File: config.mk
export PLATFORM = sky130hd
export DESIGN_NAME = scanline_palette_stretch
export DESIGN_NICKNAME = d
export VERILOG_FILES = /design/src/hdl/sps_pkg.sv /design/src/hdl/scanline_palette_stretch.sv
export VERILOG_INCLUDE_DIRS = /design/src /design/src/hdl
export SDC_FILE = /design/constraint.sdc
export NUM_CORES = 2
export LEC_CHECK = 0
export BUFFER_PORTS_ARGS = -buffer_cell sky130_fd_sc_hd__buf_2
export CAP_MARGIN = 20
export CORE_AREA = 4 4 379 455
export DETAILED_ROUTE_END_ITERATION = 7
export DIE_AREA = 0 0 383 459
export MAX_ROUTING_LAYER = met4
export PLACE_DENSITY_LB_ADDON = 0.05
export REMOVE_ABC_BUFFERS = 1
export SYNTH_ARGS = -nofsm -noshare
export SYNTH_HDL_FRONTEND = slang
export SYNTH_SLANG_ARGS = --single-unit
export TNS_END_PERCENT = 30
File: constraint.sdc
create_clock -name clock -period 3.5 [get_ports clock]
set_clock_uncertainty 0.15 [all_clocks]
set_input_delay 0.7 -clock clock [delete_from_list [all_inputs] [get_ports clock]]
set_output_delay 0.7 -clock clock [all_outputs]
set_load 0.02 [all_outputs]
File: src/hdl/assert_macros.svh
// Assertion macros shared by the RTL of the palette stretcher.
// Needs nothing else; included by files that carry concurrent checks.
`ifndef ASSERT_MACROS_SVH
`define ASSERT_MACROS_SVH

// Same-cycle implication under synchronous reset.
`define SPS_ASSERT_NOW(label, clk, rst, ante, cons) \
   label: assert property (@(posedge clk) disable iff (rst) (ante) |-> (cons)) \
      else $error("assertion failed");

// Next-cycle implication under synchronous reset.
`define SPS_ASSERT_NEXT(label, clk, rst, ante, cons) \
   label: assert property (@(posedge clk) disable iff (rst) (ante) |=> (cons)) \
      else $error("assertion failed");

`endif

File: src/hdl/sps_pkg.sv
// Types and fixed constants for the scanline palette stretcher.
// No dependencies; referenced by scoped name from the top level.
`timescale 1ns / 1ps

package sps_pkg;

   typedef enum logic [1:0] {
      ACT_PAL_WRITE  = 2'd0,
      ACT_LINE_START = 2'd1,
      ACT_PIXEL      = 2'd2
   } action_type;

   localparam logic [1:0] MODE_ONE_TO_ONE = 2'd0;
   localparam logic [1:0] MODE_FOUR_FIVE  = 2'd1;
   localparam logic [1:0] MODE_TWO_THREE  = 2'd2;

   localparam logic [1:0] CSR_STRETCH_MODE = 2'd0;
   localparam logic [1:0] CSR_COLUMN_SHIFT = 2'd1;

   localparam int         ACTIVE_ROWS = 216;
   localparam logic [3:0] BASE_SKIP   = 4'd8;

   // Pixel waiting between the palette read and the output register.
   typedef struct packed {
      logic [7:0] row;
      logic [8:0] col;
      logic       twice;
   } pix_type;

endpackage

File: src/hdl/scanline_palette_stretch.sv
// Top level of the scanline palette stretcher: palette memory, line control,
// a palette-read stage and a two-pixel output register. Uses sps_pkg and assert_macros.svh.
//
//   channel | dir | handshake           | payload
//   req_    | in  | req_valid/req_stall | action, palette and line fields, source byte
//   rsp_    | out | rsp_valid/rsp_stall | row, column, colour, last_of_run
//   csr_    | in  | csr_we              | csr_index, csr_wdata
//
// A request is taken every cycle while req_stall is low; its pixel goes to the read stage
// and then to the output register before it is on rsp. A doubled pixel holds the output
// register until both its pixels are sent; the sustained rate is set by the single rsp port.
// Palette writes and line starts produce no pixel.
// Synchronous reset clears control state; the palette is undefined until written.
// req_stall rises only while a looked-up pixel waits for the output register, which is
// either stalled or still holding the first pixel of a doubled pair.
`timescale 1ns / 1ps
`include "assert_macros.svh"

module scanline_palette_stretch #(
   parameter int SCREEN_WIDTH   = 384,
   parameter int VISIBLE_PIXELS = 240,
   parameter int FIRST_LINE     = 13,
   parameter int PALETTE_DEPTH  = 128
) (
   input  logic        clock,
   input  logic        reset,

   input  logic        req_valid,
   output logic        req_stall,
   input  logic [1:0]  req_action,
   input  logic [6:0]  req_palette_index,
   input  logic [15:0] req_palette_color,
   input  logic [8:0]  req_line_number,
   input  logic [7:0]  req_frame_count,
   input  logic [2:0]  req_scroll_offset,
   input  logic [7:0]  req_source_byte,

   output logic        rsp_valid,
   input  logic        rsp_stall,
   output logic [7:0]  rsp_out_row,
   output logic [8:0]  rsp_out_column,
   output logic [15:0] rsp_out_color,
   output logic        rsp_last_of_run,

   input  logic        csr_we,
   input  logic [1:0]  csr_index,
   input  logic [5:0]  csr_wdata
);

   localparam int AW = (PALETTE_DEPTH > 1) ? $clog2(PALETTE_DEPTH) : 1;
   localparam logic [8:0] DEPTH9 = 9'(PALETTE_DEPTH);

   localparam logic [8:0] BASE_ONE  = 9'((SCREEN_WIDTH - VISIBLE_PIXELS) / 2);
   localparam logic [8:0] BASE_FOUR = 9'((SCREEN_WIDTH - VISIBLE_PIXELS * 5 / 4) / 2);
   localparam logic [8:0] BASE_TWO  = 9'((SCREEN_WIDTH - VISIBLE_PIXELS * 3 / 2) / 2);

   localparam logic [8:0] LINE_LO  = 9'(FIRST_LINE);
   localparam logic [8:0] LINE_HI  = 9'(FIRST_LINE + sps_pkg::ACTIVE_ROWS);
   localparam logic [8:0] VIS_END  = 9'(VISIBLE_PIXELS);

   // Configuration
   logic [1:0] mode_ff;
   logic [5:0] shift_ff;

   // Line control
   logic       active_ff, active_in;
   logic [7:0] row_ff, row_in;
   logic [8:0] count_ff, count_in;
   logic [3:0] skip_ff, skip_in;
   logic [8:0] col_ff, col_in;
   logic [1:0] phase_ff, phase_in;

   // Palette memory and read stage
   logic [15:0]   palette_mem [PALETTE_DEPTH];
   logic [15:0]   rd_ff;
   logic [AW-1:0] wr_addr, rd_addr;
   logic [8:0]    wr_wide, rd_wide;

   logic              s1_v_ff, s1_v_in;
   sps_pkg::pix_type  s1_ff, s1_in;

   // Output register
   logic        out_v_ff, out_v_in;
   logic        out_two_ff, out_two_in;
   logic [7:0]  out_row_ff, out_row_in;
   logic [8:0]  out_col_ff, out_col_in;
   logic [15:0] out_color_ff, out_color_in;

   logic req_acc, rsp_acc, s1_move;
   logic do_write, do_read, twice;
   logic [8:0] base;

   assign req_acc   = req_valid && !req_stall;
   assign rsp_acc   = rsp_valid && !rsp_stall;
   assign s1_move   = !out_v_ff || (rsp_acc && !out_two_ff);
   assign req_stall = s1_v_ff && !s1_move;

   // Fold an index into the palette depth; it never reaches twice the depth.
   assign wr_wide = ({2'b00, req_palette_index} >= DEPTH9) ?
                    ({2'b00, req_palette_index} - DEPTH9) : {2'b00, req_palette_index};
   assign rd_wide = ({2'b00, req_source_byte[7:1]} >= DEPTH9) ?
                    ({2'b00, req_source_byte[7:1]} - DEPTH9) : {2'b00, req_source_byte[7:1]};
   assign wr_addr = wr_wide[AW-1:0];
   assign rd_addr = rd_wide[AW-1:0];

   always_comb begin
      case (mode_ff)
         sps_pkg::MODE_FOUR_FIVE: base = BASE_FOUR;
         sps_pkg::MODE_TWO_THREE: base = BASE_TWO;
         default:                 base = BASE_ONE;
      endcase
   end

   always_comb begin
      case (mode_ff)
         sps_pkg::MODE_FOUR_FIVE: twice = (count_ff[1:0] == phase_ff);
         sps_pkg::MODE_TWO_THREE: twice = (count_ff[0] != phase_ff[0]);
         default:                 twice = 1'b0;
      endcase
   end

   // Line control and request decode
   always_comb begin
      active_in = active_ff;
      row_in    = row_ff;
      count_in  = count_ff;
      skip_in   = skip_ff;
      col_in    = col_ff;
      phase_in  = phase_ff;
      do_write  = 1'b0;
      do_read   = 1'b0;
      if (req_acc) begin
         case (req_action)
            sps_pkg::ACT_PAL_WRITE: begin
               do_write = 1'b1;
            end
            sps_pkg::ACT_LINE_START: begin
               if (req_line_number >= LINE_LO && req_line_number < LINE_HI) begin
                  active_in = 1'b1;
                  row_in    = 8'(req_line_number - LINE_LO);
                  count_in  = 9'd0;
                  skip_in   = sps_pkg::BASE_SKIP + {1'b0, req_scroll_offset};
                  col_in    = base + {3'b000, shift_ff};
                  phase_in  = req_frame_count[1:0] + req_line_number[1:0];
               end else begin
                  active_in = 1'b0;
               end
            end
            sps_pkg::ACT_PIXEL: begin
               if (active_ff) begin
                  if (skip_ff != 4'd0) begin
                     skip_in = skip_ff - 4'd1;
                  end else if (count_ff < VIS_END) begin
                     do_read  = 1'b1;
                     count_in = count_ff + 9'd1;
                     col_in   = col_ff + (twice ? 9'd2 : 9'd1);
                  end
               end
            end
            default: begin
            end
         endcase
      end
   end

   // Read stage: the looked-up colour sits in rd_ff alongside s1_ff
   always_comb begin
      s1_v_in = s1_v_ff;
      s1_in   = s1_ff;
      if (do_read) begin
         s1_v_in     = 1'b1;
         s1_in.row   = row_ff;
         s1_in.col   = col_ff;
         s1_in.twice = twice;
      end else if (s1_move) begin
         s1_v_in = 1'b0;
      end
   end

   // Output register: the second pixel of a doubled pair advances the column
   always_comb begin
      out_v_in     = out_v_ff;
      out_two_in   = out_two_ff;
      out_row_in   = out_row_ff;
      out_col_in   = out_col_ff;
      out_color_in = out_color_ff;
      if (s1_v_ff && s1_move) begin
         out_v_in     = 1'b1;
         out_two_in   = s1_ff.twice;
         out_row_in   = s1_ff.row;
         out_col_in   = s1_ff.col;
         out_color_in = rd_ff;
      end else if (rsp_acc) begin
         if (out_two_ff) begin
            out_two_in = 1'b0;
            out_col_in = out_col_ff + 9'd1;
         end else begin
            out_v_in = 1'b0;
         end
      end
   end

   always_ff @(posedge clock) begin
      if (reset) begin
         mode_ff    <= sps_pkg::MODE_ONE_TO_ONE;
         shift_ff   <= 6'd0;
         active_ff  <= 1'b0;
         row_ff     <= 8'd0;
         count_ff   <= 9'd0;
         skip_ff    <= 4'd0;
         col_ff     <= 9'd0;
         phase_ff   <= 2'd0;
         s1_v_ff    <= 1'b0;
         out_v_ff   <= 1'b0;
         out_two_ff <= 1'b0;
      end else begin
         if (csr_we && csr_index == sps_pkg::CSR_STRETCH_MODE) begin
            mode_ff <= csr_wdata[1:0];
         end
         if (csr_we && csr_index == sps_pkg::CSR_COLUMN_SHIFT) begin
            shift_ff <= csr_wdata;
         end
         active_ff  <= active_in;
         row_ff     <= row_in;
         count_ff   <= count_in;
         skip_ff    <= skip_in;
         col_ff     <= col_in;
         phase_ff   <= phase_in;
         s1_v_ff    <= s1_v_in;
         out_v_ff   <= out_v_in;
         out_two_ff <= out_two_in;
      end
   end

   always_ff @(posedge clock) begin
      s1_ff        <= s1_in;
      out_row_ff   <= out_row_in;
      out_col_ff   <= out_col_in;
      out_color_ff <= out_color_in;
   end

   // At most one request is taken per cycle, so a write and a read never meet on one edge;
   // a read after a write to the same entry sees the new colour.
   always_ff @(posedge clock) begin
      if (do_write) begin
         palette_mem[wr_addr] <= req_palette_color;
      end
      if (do_read) begin
         rd_ff <= palette_mem[rd_addr];
      end
   end

   assign rsp_valid       = out_v_ff;
   assign rsp_out_row     = out_row_ff;
   assign rsp_out_column  = out_col_ff;
   assign rsp_out_color   = out_color_ff;
   assign rsp_last_of_run = !out_two_ff;

   `SPS_ASSERT_NOW(a_hold_when_full, clock, reset,
      s1_v_ff && out_v_ff && rsp_stall, req_stall)
   `SPS_ASSERT_NEXT(a_second_pixel, clock, reset,
      rsp_valid && !rsp_stall && out_two_ff,
      rsp_valid && rsp_last_of_run && rsp_out_column == $past(rsp_out_column) + 9'd1)
   `SPS_ASSERT_NEXT(a_skip_no_pixel, clock, reset,
      req_valid && !req_stall && skip_ff != 4'd0, !s1_v_ff)

endmodule

==> summary.md <==
| Metric | Value |
|---|---|
| WS Path Type | `reg -> reg` |
| TNS Setup | `0 ns` |
| Number of synthesized flops with an enable pin | `around 2100` |
| Fin nets | `5193` |
| Post-Synthesis Cells | `approximately 4700` |
| Worst skew pair latency | `0.85 ns` |
| Tightest Hold Check Type | `in -> reg` |
| Number of max-slew violations in the final report | `0` |
| Post-CTS setup buffers | `0` |
| Layout cells sized above 1 | `0.1514` |
| Number of iterations in the first detailed-routing pass | `6` |
| Clock-pin slew on the worst setup and hold paths | `~0.06 ns` |
| HPWL after DPL | `133400 um` |
| Tmin final | `approximately 3 ns` |
| First-pass GRT wire length | `310000 um` |
| CTS root buf | `clkbuf_16` |
| Core ar. | `between 0.15 and 0.2 sq mm` |
| Startpoint types | `flop` |
| Clock buffer count from CTS | `a little over 200` |
| I/O pin total | `between 100 and 150` |
| Final Hold Viols | `0` |
| Crit path cell chain | `xor2_1, nor2_1, nand2_1, a21o_1, ha_1, inv_1, fa_1, nand3b_1, or2_2, nor2_1, a21oi_1, o21ai_0, a21oi_1` |
| Yosys reg bits | `around 2200` |
| Final Setup Violations | `0` |
| Die width | `383 um` |
| R2r setup slk | `0.42 ns` |
| Via density | `5.825` |
| H-tree levels | `4` |
| Primary FF master, synth | `edfxtp_1` |
| Min-Delay Endpoint | `row_ff[5]` |
| Fmax | `between 0.3 and 0.4 GHz` |
| Antenna violations before repair | `12` |
| Met1 usage in global routing | `0.3328` |
| M3 GR Usage | `0.03559` |
| RSZ-0062 raised after global routing | `false` |
| FF-to-FF path depth | `13` |
| CTS tree | `yes` |
| Most frequent cell after synthesis | `edfxtp_1` |
| Grt total ovfl | `0` |
| DR vias | `43940` |
| Ys Warns | `0` |
| Met2 Track Usage GR | `0.4097` |
| Die height | `459 um` |
| Final worst path period share | `0.8798` |
| Mapped Area | `approximately 0.084 sq mm` |
| GRT Total Usage | `0.2530` |
| IO buf count | `94` |
| Library cells used by synthesis | `58` |
| Top cell type's share of synthesized area | `0.7597` |
| Clock tree buffer depth | `3` |
| Power Total | `just over 0.05 W` |
| Max-Cap Viols | `0` |
| Fillers | `roughly 13000` |
| Vias in the first global route | `roughly 43000` |
| Maximum VDD drop | `0.4575 mV` |
| WL final | `216700 um` |
| Residual DRC | `0` |
| Average wire per standard cell | `around 29 um` |
| Layout area overhead | `15.73%` |
| Synth area leader | `edfxtp_1` |
| Synth top area cells | `edfxtp_1 76%, mux2i_1 12%, a22oi_1 4.6%` |
| Post-CTS sizing | `0` |
| Fin worst setup slack | `roughly 0.42 ns` |
| Worst-path fanout max | `5` |
| RR Startpoint | `count_ff[0]` |
| Slowest cell on the critical path | `dfxtp_1` |
| List of most frequent post-synthesis cells | `2115 x edfxtp_1, 1036 x mux2i_1, 513 x a22oi_1, 217 x nor2_1, 169 x buf_2` |
| Async SR Flop Fraction | `0` |
| # hold bufs at CTS | `8` |
| Reg-to-reg endpoint | `col_ff[8]` |
| Syn avg cell area | `17.95 sq um` |
| Worst path required time | `4.06 ns` |
| Hold path cells | `3` |
| Area of the die | `0.1758 sq mm` |
| Critical path arrival | `between 3 and 4 ns` |
| Initial DRC count | `just over 4000` |
| Rel. slew slack | `0.3156` |
| Slew @ Worst Pin | `1.027 ns` |
| Placed cell count | `between 7000 and 8000` |
| Lkg Pwr | `around 33 nW` |
| Antenna-violating nets left | `0` |
| Sequential area share after synthesis | `0.7702` |
| Final std cells w/o fill | `7543` |
| Row Count | `165` |
| Gr busiest metal | `met2` |
| Util after Layout | `0.5758` |
| Initial core utilization | `0.4975` |
| Slowest stage delay, CP | `0.42 ns` |
| CTS sink count | `2159` |
| Post-Place Setup Slack | `-0.03401 ns` |
| Status | `complete, no violations` |
| RD Place Congestion | `0.8361` |
| Pin count of the biggest net entering global routing | `129` |
| Worst min-delay path startpoint | `req_line_number[5]` |
| Crit. End Element | `flop` |
| Pwr dens | `approximately 540 mW/mm^2` |
-- cells by family after synthesis --
group	share of synthesized area
buf+inv	0.01543
flops	0.7702
fa+ha+maj	0.002724
compound gates	0.05162
simple gates	0.03325
mux	0.1242
xor+xnor	0.002619
-- cell usage in the layout, fill, tap and decap left out, types with 4 or more instances in the layout --
master         count
a211oi_1           7
a21oi_1           30
a22oi_1          513
a31oi_1            4
and3_1             7
and4b_2            4
buf_12           119
buf_2             77
buf_4            296
bufinv_16         10
clkbuf_1          51
clkbuf_16        209
clkinv_1          51
clkinv_2          42
clkinv_8           4
clkinvlp_4         5
dfxtp_1           44
diode_2            6
dlygate4sd3_1      8
edfxtp_1        2115
ha_1              15
inv_1             19
inv_6              6
mux2i_1         1036
nand2_1           62
nand2b_1           5
nand3_1           13
nand4_1          133
nor2_1           217
nor2b_1            9
nor3_1            70
nor4b_2            5
nor4bb_4           5
o211ai_1           4
o21ai_0           13
o21ai_1            4
xnor2_1           12
xor2_1            13
-- layout make-up --
type                       instances  area (sq um)  area share
clock inverter                   121         905.9    0.009363
inverter                          19         71.32   0.0007371
antenna                            6         15.01   0.0001552
multi-input combinational       2223         18040      0.1865
tap                             2254          2820     0.02915
sequential                      2159         64390      0.6655
timing repair buffer             500          5070     0.05240
clock buffer                     261          5435     0.05618
-- state kept, by name, indices dropped and copies added (netlist names), 2 cells and up --
| register | count |
|---|---|
| col_ff | 9 |
| count_ff | 9 |
| mode_ff | 2 |
| palette_mem | 2048 |
| phase_ff | 2 |
| rd_ff | 16 |
| row_ff | 8 |
| rsp_out_color | 16 |
| rsp_out_column | 9 |
| rsp_out_row | 8 |
| s1_ff | 18 |
| shift_ff | 6 |
| skip_ff | 4 |
-- report_power, final --
group	internal (W)	total, W	leakage [nW]	switching [W]
combinational	0.000820	0.00244	11.0	0.00162
sequential	0.0284	0.0284	19.4	0.0000178
clock	0.0117	0.0211	3.11	0.00939
total	0.0409	0.0520	33.5	0.0110
-- stage by stage --
stage / area (sq um) / hold WS, ns
4_1_cts: 96740 / 0.01013
6_report: 96750 / 0.09615
2_1_floorplan: 82390 / 0.2503
3_5_place_dp: 90320 / 0.2561
3_3_place_gp: 90320 / 0.2524
5_1_grt: 96750 / 0.04492
-- worst max-delay path, delay by kind of cell, from the launching register on --
kind | cells | cell delay (ns)
adders and majority gates | 2 | 0.59
buffers and inverters | 1 | 0.05
and+or+nand+nor | 5 | 0.93
AOI/OAI and AO/OA | 4 | 0.50
DFF | 1 | 0.42
xor gates and xnor gates | 1 | 0.31
-- metal layers --
metal / part of all wire / vias to the layer above
li1: - / 19680
met4: 0.035 / 0
met5: 0 / -
met2: 0.49 / 1198
met3: 0.051 / 307
met1: 0.42 / 22750
-- worst max-delay path by stage --
stage / startpoint / to / cells past startpoint
CTS: count_ff[0] / col_ff[8] / 13
detailed placement: req_source_byte[5] / rd_ff[11] / 10
finish: count_ff[0] / col_ff[8] / 13
floorplan: req_source_byte[5] / rd_ff[14] / 6
global placement: req_source_byte[5] / rd_ff[11] / 10
global route: count_ff[0] / col_ff[8] / 13
Power figures use the tool's default switching activity.
